[src/hdl/b64enc_pkg.sv]
// Shared types, constants and the alphabet lookup for the base64 stream encoder.
// Depends on nothing; every other file in hdl/ refers to it by scoped names.
`default_nettype none

package b64enc_pkg;

  // Most characters a single input byte can produce (final byte at group start).
  localparam int unsigned MAX_SYMS     = 4;
  localparam int unsigned SYM_IDX_W    = $clog2(MAX_SYMS);
  // Depth of the queue between the front and the back.
  localparam int unsigned QUEUE_DEPTH  = 2;
  localparam int unsigned QUEUE_PTR_W  = $clog2(QUEUE_DEPTH);
  localparam int unsigned QUEUE_CNT_W  = $clog2(QUEUE_DEPTH + 1);

  // ASCII codes used by the alphabet and the pad.
  localparam logic [7:0] PAD_CHAR      = 8'h3D;
  localparam logic [7:0] ASCII_UPPER_A = 8'h41;
  localparam logic [7:0] ASCII_LOWER_A = 8'h61;
  localparam logic [7:0] ASCII_ZERO    = 8'h30;
  localparam logic [7:0] ASCII_PLUS    = 8'h2B;
  localparam logic [7:0] ASCII_SLASH   = 8'h2F;

  // Input beat: one raw message byte.
  typedef struct packed {
    logic [7:0] data_byte;
    logic       end_of_message;
  } in_beat_t;

  // Output beat: one encoded character.
  typedef struct packed {
    logic [7:0] out_char;
    logic       out_last;
  } out_beat_t;

  // One pending character: a six-bit alphabet index or a pad.
  typedef struct packed {
    logic       pad;
    logic [5:0] idx;
  } sym_t;

  // Work for the back: the characters of one byte, slot 0 first.
  typedef struct packed {
    sym_t [MAX_SYMS-1:0]  syms;
    logic [SYM_IDX_W-1:0] last_idx;  // slot of the final character
    logic                 fin;       // final character closes the message
  } entry_t;

  // Queue status seen by the front and the back.
  typedef struct packed {
    logic full;
    logic valid;
  } queue_stat_t;

  // Maps a six-bit value onto the standard base64 alphabet.
  function automatic logic [7:0] sym_to_ascii(input logic [5:0] v);
    logic [7:0] v8;
    v8 = {2'b00, v};
    if (v < 6'd26) begin
      sym_to_ascii = ASCII_UPPER_A + v8;
    end else if (v < 6'd52) begin
      sym_to_ascii = ASCII_LOWER_A + v8 - 8'd26;
    end else if (v < 6'd62) begin
      sym_to_ascii = ASCII_ZERO + v8 - 8'd52;
    end else if (v == 6'd62) begin
      sym_to_ascii = ASCII_PLUS;
    end else begin
      sym_to_ascii = ASCII_SLASH;
    end
  endfunction

endpackage

`default_nettype wire

[src/hdl/b64enc_front.sv]
// Front of the encoder: accepts bytes, tracks the group phase and carry bits,
// and turns each byte into a queue entry of characters. Uses b64enc_pkg.
`default_nettype none

module b64enc_front (
  input  wire logic                 clk,
  input  wire logic                 rst_n,
  input  wire logic                 in_valid,
  output logic                      in_ready,
  input  wire b64enc_pkg::in_beat_t in_data,
  input  wire b64enc_pkg::queue_stat_t q_stat,
  output logic                      q_push,
  output b64enc_pkg::entry_t        q_wdata
);

  typedef enum logic [1:0] {
    PH_0 = 2'd0,
    PH_1 = 2'd1,
    PH_2 = 2'd2
  } phase_t;

  phase_t     phase_r, phase_nxt;
  logic [3:0] carry_r, carry_nxt;
  logic [7:0] b;
  logic       fin;

  // A beat is taken whenever the queue has room.
  assign in_ready = !q_stat.full;
  assign q_push   = in_valid && !q_stat.full;
  assign b        = in_data.data_byte;
  assign fin      = in_data.end_of_message;

  // Split the byte into characters according to its place in the group.
  always_comb begin
    q_wdata          = '0;
    q_wdata.fin      = fin;
    phase_nxt        = PH_0;
    carry_nxt        = 4'd0;
    case (phase_r)
      PH_1: begin
        q_wdata.syms[0] = '{pad: 1'b0, idx: {carry_r[1:0], b[7:4]}};
        if (fin) begin
          q_wdata.syms[1]  = '{pad: 1'b0, idx: {b[3:0], 2'b00}};
          q_wdata.syms[2]  = '{pad: 1'b1, idx: 6'd0};
          q_wdata.last_idx = b64enc_pkg::SYM_IDX_W'(2);
        end else begin
          q_wdata.last_idx = b64enc_pkg::SYM_IDX_W'(0);
          carry_nxt        = b[3:0];
          phase_nxt        = PH_2;
        end
      end
      PH_2: begin
        // The group completes here, so the state returns to its start.
        q_wdata.syms[0]  = '{pad: 1'b0, idx: {carry_r, b[7:6]}};
        q_wdata.syms[1]  = '{pad: 1'b0, idx: b[5:0]};
        q_wdata.last_idx = b64enc_pkg::SYM_IDX_W'(1);
      end
      default: begin
        // Start of a group; an unused phase code is treated the same way.
        q_wdata.syms[0] = '{pad: 1'b0, idx: b[7:2]};
        if (fin) begin
          q_wdata.syms[1]  = '{pad: 1'b0, idx: {b[1:0], 4'b0000}};
          q_wdata.syms[2]  = '{pad: 1'b1, idx: 6'd0};
          q_wdata.syms[3]  = '{pad: 1'b1, idx: 6'd0};
          q_wdata.last_idx = b64enc_pkg::SYM_IDX_W'(3);
        end else begin
          q_wdata.last_idx = b64enc_pkg::SYM_IDX_W'(0);
          carry_nxt        = {2'b00, b[1:0]};
          phase_nxt        = PH_1;
        end
      end
    endcase
    // A final byte always ends the message and clears the state.
    if (fin) begin
      phase_nxt = PH_0;
      carry_nxt = 4'd0;
    end
  end

  // Phase and carry advance on every accepted beat.
  always_ff @(posedge clk) begin
    if (!rst_n) begin
      phase_r <= PH_0;
      carry_r <= 4'd0;
    end else if (q_push) begin
      phase_r <= phase_nxt;
      carry_r <= carry_nxt;
    end
  end

endmodule

`default_nettype wire

[src/hdl/b64enc_queue.sv]
// Short queue of character entries between the front and the back.
// Uses entry and status types from b64enc_pkg.
`default_nettype none

module b64enc_queue (
  input  wire logic                 clk,
  input  wire logic                 rst_n,
  input  wire logic                 push,
  input  wire b64enc_pkg::entry_t   wdata,
  input  wire logic                 pop,
  output b64enc_pkg::entry_t        rdata,
  output b64enc_pkg::queue_stat_t   stat
);

  localparam int unsigned LAST_SLOT = b64enc_pkg::QUEUE_DEPTH - 1;

  b64enc_pkg::entry_t                    slots_r [b64enc_pkg::QUEUE_DEPTH];
  logic [b64enc_pkg::QUEUE_PTR_W-1:0]    wr_ptr_r, wr_ptr_nxt;
  logic [b64enc_pkg::QUEUE_PTR_W-1:0]    rd_ptr_r, rd_ptr_nxt;
  logic [b64enc_pkg::QUEUE_CNT_W-1:0]    count_r, count_nxt;

  assign stat.full  = (count_r == b64enc_pkg::QUEUE_CNT_W'(b64enc_pkg::QUEUE_DEPTH));
  assign stat.valid = (count_r != '0);
  assign rdata      = slots_r[rd_ptr_r];

  // Pointer wrap and occupancy.
  always_comb begin
    wr_ptr_nxt = wr_ptr_r;
    rd_ptr_nxt = rd_ptr_r;
    count_nxt  = count_r;
    if (push) begin
      wr_ptr_nxt = (wr_ptr_r == b64enc_pkg::QUEUE_PTR_W'(LAST_SLOT)) ? '0
                                                                     : wr_ptr_r + 1'b1;
    end
    if (pop) begin
      rd_ptr_nxt = (rd_ptr_r == b64enc_pkg::QUEUE_PTR_W'(LAST_SLOT)) ? '0
                                                                     : rd_ptr_r + 1'b1;
    end
    if (push && !pop) begin
      count_nxt = count_r + 1'b1;
    end else if (pop && !push) begin
      count_nxt = count_r - 1'b1;
    end
  end

  always_ff @(posedge clk) begin
    if (!rst_n) begin
      wr_ptr_r <= '0;
      rd_ptr_r <= '0;
      count_r  <= '0;
    end else begin
      wr_ptr_r <= wr_ptr_nxt;
      rd_ptr_r <= rd_ptr_nxt;
      count_r  <= count_nxt;
    end
  end

  // Entry storage holds payload only.
  always_ff @(posedge clk) begin
    if (push) begin
      slots_r[wr_ptr_r] <= wdata;
    end
  end

endmodule

`default_nettype wire

[src/hdl/b64enc_back.sv]
// Back of the encoder: takes queue entries and sends their characters one
// beat at a time through an output register. Uses b64enc_pkg.
`default_nettype none

module b64enc_back (
  input  wire logic                    clk,
  input  wire logic                    rst_n,
  input  wire b64enc_pkg::queue_stat_t q_stat,
  input  wire b64enc_pkg::entry_t      q_rdata,
  output logic                         q_pop,
  output logic                         out_valid,
  input  wire logic                    out_ready,
  output b64enc_pkg::out_beat_t        out_data
);

  b64enc_pkg::entry_t                  cur_r;
  logic                                busy_r;
  logic [b64enc_pkg::SYM_IDX_W-1:0]    idx_r;
  logic                                out_valid_r;
  b64enc_pkg::out_beat_t               out_data_r;
  b64enc_pkg::sym_t                    sym;
  logic                                adv;
  logic                                emit;
  logic                                done;

  // The output register is free when empty or being drained this cycle.
  assign adv   = !out_valid_r || out_ready;
  assign emit  = busy_r && adv;
  assign done  = emit && (idx_r == cur_r.last_idx);
  // The next entry loads as the current one sends its last character.
  assign q_pop = q_stat.valid && (!busy_r || done);
  assign sym   = cur_r.syms[idx_r];

  assign out_valid = out_valid_r;
  assign out_data  = out_data_r;

  // Current entry and position within it.
  always_ff @(posedge clk) begin
    if (!rst_n) begin
      busy_r <= 1'b0;
      idx_r  <= '0;
    end else if (q_pop) begin
      busy_r <= 1'b1;
      idx_r  <= '0;
    end else if (done) begin
      busy_r <= 1'b0;
    end else if (emit) begin
      idx_r  <= idx_r + 1'b1;
    end
  end

  always_ff @(posedge clk) begin
    if (q_pop) begin
      cur_r <= q_rdata;
    end
  end

  // Output register valid flag.
  always_ff @(posedge clk) begin
    if (!rst_n) begin
      out_valid_r <= 1'b0;
    end else if (emit) begin
      out_valid_r <= 1'b1;
    end else if (out_ready) begin
      out_valid_r <= 1'b0;
    end
  end

  // Character lookup into the output register.
  always_ff @(posedge clk) begin
    if (emit) begin
      out_data_r.out_char <= sym.pad ? b64enc_pkg::PAD_CHAR
                                     : b64enc_pkg::sym_to_ascii(sym.idx);
      out_data_r.out_last <= (idx_r == cur_r.last_idx) && cur_r.fin;
    end
  end

endmodule

`default_nettype wire

[src/hdl/base64_stream_encoder.sv]
// Base64 (standard alphabet) stream encoder, top level: front, queue and back.
// Depends on b64enc_pkg, b64enc_front, b64enc_queue and b64enc_back.
//
// Bytes enter one per beat on in_*, with end_of_message set on the final byte
// of each message; characters leave one per beat on out_*, with out_last on
// the final character. A byte yields one or two characters, and a final byte
// that leaves a partial group yields three or four, padded with '='. The output
// port sends at most one character per cycle, so the sustained rate is set by
// the back's serializer, which sends four characters per three bytes in
// mid-message and up to four characters for a final byte. A two-entry queue
// lets the front take new bytes while the back is still sending or stalled; a
// byte's first character passes through the queue, the back's entry register
// and the output register. After reset the block is ready at once.
`default_nettype none

module base64_stream_encoder (
  input  wire logic                  clk,
  input  wire logic                  rst_n,
  input  wire logic                  in_valid,
  output logic                       in_ready,
  input  wire b64enc_pkg::in_beat_t  in_data,
  output logic                       out_valid,
  input  wire logic                  out_ready,
  output b64enc_pkg::out_beat_t      out_data
);

  b64enc_pkg::queue_stat_t q_stat;
  b64enc_pkg::entry_t      q_wdata;
  b64enc_pkg::entry_t      q_rdata;
  logic                    q_push;
  logic                    q_pop;

  b64enc_front u_front (
    .clk      (clk),
    .rst_n    (rst_n),
    .in_valid (in_valid),
    .in_ready (in_ready),
    .in_data  (in_data),
    .q_stat   (q_stat),
    .q_push   (q_push),
    .q_wdata  (q_wdata)
  );

  b64enc_queue u_queue (
    .clk   (clk),
    .rst_n (rst_n),
    .push  (q_push),
    .wdata (q_wdata),
    .pop   (q_pop),
    .rdata (q_rdata),
    .stat  (q_stat)
  );

  b64enc_back u_back (
    .clk       (clk),
    .rst_n     (rst_n),
    .q_stat    (q_stat),
    .q_rdata   (q_rdata),
    .q_pop     (q_pop),
    .out_valid (out_valid),
    .out_ready (out_ready),
    .out_data  (out_data)
  );

  // The queue never takes an entry while full.
  a_no_push_full: assert property (@(posedge clk) disable iff (!rst_n)
    q_push |-> !q_stat.full)
    else $error("queue push while full");

  // The back only pulls an entry that is present.
  a_no_pop_empty: assert property (@(posedge clk) disable iff (!rst_n)
    q_pop |-> q_stat.valid)
    else $error("queue pop while empty");

  // A pop from a queue that is not full leaves it not full on the next cycle.
  a_out_from_entry: assert property (@(posedge clk) disable iff (!rst_n)
    (q_pop && !q_stat.full) |=> !q_stat.full)
    else $error("queue occupancy rose across a pop");

endmodule

`default_nettype wire

[config.mk]
export PLATFORM = sky130hd
export DESIGN_NAME = base64_stream_encoder
export DESIGN_NICKNAME = d
export VERILOG_FILES = /design/src/hdl/b64enc_pkg.sv /design/src/hdl/b64enc_front.sv /design/src/hdl/b64enc_queue.sv /design/src/hdl/b64enc_back.sv /design/src/hdl/base64_stream_encoder.sv
export SDC_FILE = /design/constraint.sdc
export NUM_CORES = 1
export LEC_CHECK = 0
export BUFFER_PORTS_ARGS = -buffer_cell sky130_fd_sc_hd__buf_2
export CAP_MARGIN = 25
export CORE_MARGIN = 4
export CORE_UTILIZATION = 57
export DETAILED_ROUTE_END_ITERATION = 10
export PLACE_DENSITY = 0.76
export REMOVE_ABC_BUFFERS = 1
export SKIP_LAST_GASP = 1
export SYNTH_ARGS = -nofsm -noshare
export SYNTH_HDL_FRONTEND = slang
export SYNTH_SLANG_ARGS = --single-unit
[constraint.sdc]
create_clock -name clk -period 3.2 [get_ports clk]
set_input_delay 0 -clock clk [delete_from_list [all_inputs] [get_ports clk]]
set_output_delay 0 -clock clk [all_outputs]
set_load 0.005 [all_outputs]
==> summary by stage <==
Critical path
The worst path arrival time is 2.76 ns. The worst register-to-register path has a setup slack of 0.53 ns. The worst setup path is captured at a flop. The startpoint identified for the worst register-to-register timing path is u_back.idx_r[0]$_SDFFE_PP0P_. The highest net fanout along the worst path is 10. The worst setup path is of the flop to flop kind. At the worst endpoint, the required time is 3.28 ns. Counting cells, the worst reg-to-reg path comes to 8. The end of the worst register-to-register path is u_back.out_data[4]$_SDFFCE_PP1P_. The kind of start point of the critical path is a flop.

STA
The slew at the pin closest to its max-slew limit is 0.723 ns. The number of failing setup endpoints in the final timing report is 0. The timing-limited maximum frequency is 374 MHz. The final-report hold violation count is 0. Between clock sinks in the finished design, the worst skew comes to 0.0101 ns. The final period utilization is 83.6%. On the final layout, the worst hold slack is 0.00912 ns.

The clock period could shrink to 2.67 ns. The headroom to the max-slew limit is 51.7%. For the final routed database, the setup TNS stands at 0 ns. Setup repair after global routing left no endpoint under its margin. The count of final max-slew check failures is 0.

Floorplan
The standard-cell row count is 28. The floorplan core area is 5960 µm². The floorplan step defined a die boundary enclosing 7500 µm². The height of the die is 86.6 µm.

Pin placement for this block handled 24 I/O pins. The starting density of the core is 59.2%. The floorplan step set the die width to 86.6 µm.

Logic synthesis
The number of flops mapped to enable cells by yosys is 57. The post-synthesis sequential area ratio is 56.5%. The yosys synthesis warning count is 0. The unique cell type count in the Yosys netlist is 49.

The mapped netlist covers 3520 µm². The async set or reset register ratio after synthesis is 0%. The fraction of the mapped netlist area in adder cells is 4.62%. Summing the areas of all and, or, nand and nor instances in the mapped netlist gives 12.5% of the synthesized area.

The combinational family with the most area after synthesis is simple AND/OR/NAND/NOR gates. The post-synthesis xor/xnor area fraction is 2.49%. The commonest cells after synthesis are 57 x sky130_fd_sc_hd__edfxtp_1, 18 x sky130_fd_sc_hd__mux2_2, 16 x sky130_fd_sc_hd__nand2_1, 15 x sky130_fd_sc_hd__inv_1.

A synthesized cell averages 11.9 µm². Ranked by total cell area, the synthesized netlist is headed by sky130_fd_sc_hd__edfxtp_1 49%, sky130_fd_sc_hd__dfxtp_1 8.0%, sky130_fd_sc_hd__mux2_2 5.8%. The synthesized-area fraction occupied by ao, oa, aoi and oai cells is 12.0%. In the synthesized netlist, mux cells make up 7.88% of the area.

In the synthesized netlist the dominant register cell turns out to be sky130_fd_sc_hd__edfxtp_1. The share of synthesized area in the top cell type comes to 48.6%. Synthesis inferred 71 register bits. The library cell occupying the most area in the post-synthesis netlist is sky130_fd_sc_hd__edfxtp_1. The most frequent cell after synthesis is sky130_fd_sc_hd__edfxtp_1. Synthesis produced 295 cells.

Drt
The residual DRC count is 0. The overall via count from detail_route is 2241. The wire length after detailed routing is 6080 µm. After detailed routing, the average wire length per cell comes to 15.2 µm. The first routing iteration left 102 violations.

The detailed-routing iteration count for the pre-antenna-repair pass is 5. The number of nets with antenna violations after detailed routing is 0. The mean number of vias per cell is 5.60.

Global route
The peak-usage layer in the global routing report is met2. For this run the aggregate overflow at the end of global routing stands at 0. The via count of the first global-routing pass is 2189. For met1 alone, demand over resource in global routing was 21.1%.

Global routing consumed, on the met2 layer, 31.1% of the routing resources. For this run, global-route usage on met3 was measured as 4.75%. Global routing consumed, over all layers together, 18.2% of the routing resources.

The maximum number of pins on one net before global-route repair is 23. The global-route wire length before repair is 10400 µm. The number of antenna violations at the first check in global routing is 0.

Layout
The number of antenna cells inserted is 0. The count of non-filler cells in the finished layout is 400. The final cell area excluding filler cells is 3930 µm².

At the end of the flow the core is filled with cells to 66.0%. The proportion of layout cells with a drive suffix above 1 is 20.0%. The area added between synthesis and finish is 11.6%. The number of filler cells placed in the layout is 450. The register area is 1990 µm².

The multi-input logic area is 1390 µm². The net total in the final layout is 346.

Power and ir drop
The worst-case vdd ir drop is 482 µV. The leakage power figure is 1.45 nW. In this run the power density over the cells is 958 nW/µm².

Placed design
After detailed placement, the total cell area comes to 3680 µm². After detailed placement, the design holds a cell count of 380. Routability-driven placement finished with a final weighted congestion of 0.828.

Port buffering added 23 buffers. The HPWL after detailed placement is 4480 µm.

CTS
The clock latency on the worst-skew pair is 0.33 ns. The clock tree from TritonCTS is yes. The H-tree generated during clock tree synthesis spans 3 levels. In this run, CTS created clock tree buffers numbering 9.

The longest clock path from root to sink contains 2 buffers. After clock tree synthesis, the clock-pin slew on the worst setup and hold paths is 0.08 ns. In this run the clock root is driven by a sky130_fd_sc_hd__clkbuf_8. The count of clock tree sinks is 71.

Job
The tool flagged a number of max-cap violations equal to 0.

Outcome
The run finished with clean final reports.

Min path
The worst min-delay path endpoint is u_queue.wr_ptr_r$_SDFFE_PN0P_. The cell count of the worst hold path is 2. The type of the most critical hold path is input port to flop.

In this run the most critical hold path is launched from rst_n.
==> flip-flops by register name (all words and copies together) (netlist names), 2 cells and up <==
signal / count
u_back.idx_r: 2
u_front.carry_r: 4
u_back.cur_r: 16
u_front.phase_r: 2
u_back.out_data: 9
u_queue.slots_r: 32
u_queue.count_r: 2
==> routing by layer <==
layer  up-vias  wire, µm
met5         -         0
met2        42      3090
met3        11       221
met1      1058      2590
li1       1130         -
met4         0       176
==> metrics by stage <==
stage	setup WS, ns	power, W
after floorplan	0.596	0.00263
after global placement	0.619	0.00300
after detailed placement	0.540	0.00303
after CTS	0.514	0.00380
after global routing	0.354	0.00408
final	0.525	0.00377
==> what timing repair did <==
item / in CTS / in global routing
setup buffers: 0 / 0
resized for setup: 0 / 0
hold buffers: 4 / 0
endpoints found under the hold margin: 4 / 0
==> power breakdown <==
group          total (W)  internal, W  switching (W)
clock           0.000753     0.000438       0.000316
combinational    0.00150     0.000674       0.000827
sequential       0.00151      0.00136       0.000152
==> worst max-delay path by stage <==
| stage | from | to | cells past startpoint |
|---|---|---|---|
| after floorplan | u_back.idx_r[0]$_SDFFE_PP0P_ | u_back.out_data[4]$_SDFFCE_PP1P_ | 7 |
| after global placement | u_back.idx_r[0]$_SDFFE_PP0P_ | u_back.out_data[4]$_SDFFCE_PP1P_ | 8 |
| after detailed placement | u_back.idx_r[0]$_SDFFE_PP0P_ | u_back.out_data[4]$_SDFFCE_PP1P_ | 8 |
| after CTS | u_back.idx_r[0]$_SDFFE_PP0P_ | u_back.out_data[4]$_SDFFCE_PP1P_ | 7 |
| after global routing | u_back.idx_r[0]$_SDFFE_PP0P_ | u_back.out_data[5]$_SDFFCE_PP1P_ | 9 |
| final | u_back.idx_r[0]$_SDFFE_PP0P_ | u_back.out_data[4]$_SDFFCE_PP1P_ | 8 |
==> area by class of cell <==
| class | instances | area share (%) |
|---|---|---|
| clock buffer | 10 | 3.25 |
| clock inverter | 6 | 2.13 |
| inverter | 15 | 1.43 |
| multi-input combinational | 192 | 35.4 |
| sequential | 71 | 50.7 |
| tap | 75 | 2.39 |
| timing repair buffer | 31 | 4.71 |
==> worst max-delay path, cell delays in order, from the launching register on <==
cell                       delay (ns)
sky130_fd_sc_hd__dfxtp_1         0.56
sky130_fd_sc_hd__buf_4           0.25
sky130_fd_sc_hd__mux2i_1         0.08
sky130_fd_sc_hd__nor2_1          0.27
sky130_fd_sc_hd__ha_1            0.31
sky130_fd_sc_hd__nand4b_1        0.17
sky130_fd_sc_hd__and3_4          0.24
sky130_fd_sc_hd__or2_4           0.24
sky130_fd_sc_hd__o31a_1          0.30
==> kinds of logic after synthesis <==
logic type                 count (synthesis)
buffers and inverters                     32
DFF                                       71
xor gates and xnor gates                  10
adders and majority gates                 13
muxes                                     25
and+or+nand+nor                           81
AOI/OAI and AO/OA                         63
==> placed cells by master, fill, tap and decap left out, types with 6 or more instances in the layout <==
master and instances:
sky130_fd_sc_hd__buf_2 23, sky130_fd_sc_hd__edfxtp_1 57, sky130_fd_sc_hd__nand3_1 9, sky130_fd_sc_hd__nand2_1 16
sky130_fd_sc_hd__mux2_2 18, sky130_fd_sc_hd__clkbuf_8 9, sky130_fd_sc_hd__nor2b_1 9, sky130_fd_sc_hd__ha_1 13
sky130_fd_sc_hd__inv_1 15, sky130_fd_sc_hd__xnor2_1 9, sky130_fd_sc_hd__a21oi_1 10, sky130_fd_sc_hd__nor2_1 13
sky130_fd_sc_hd__a22oi_1 11, sky130_fd_sc_hd__dfxtp_1 14, sky130_fd_sc_hd__mux2i_1 6, sky130_fd_sc_hd__o21ai_0 14
sky130_fd_sc_hd__and2_1 7
Note: power is estimated with default switching activity, not from simulation.
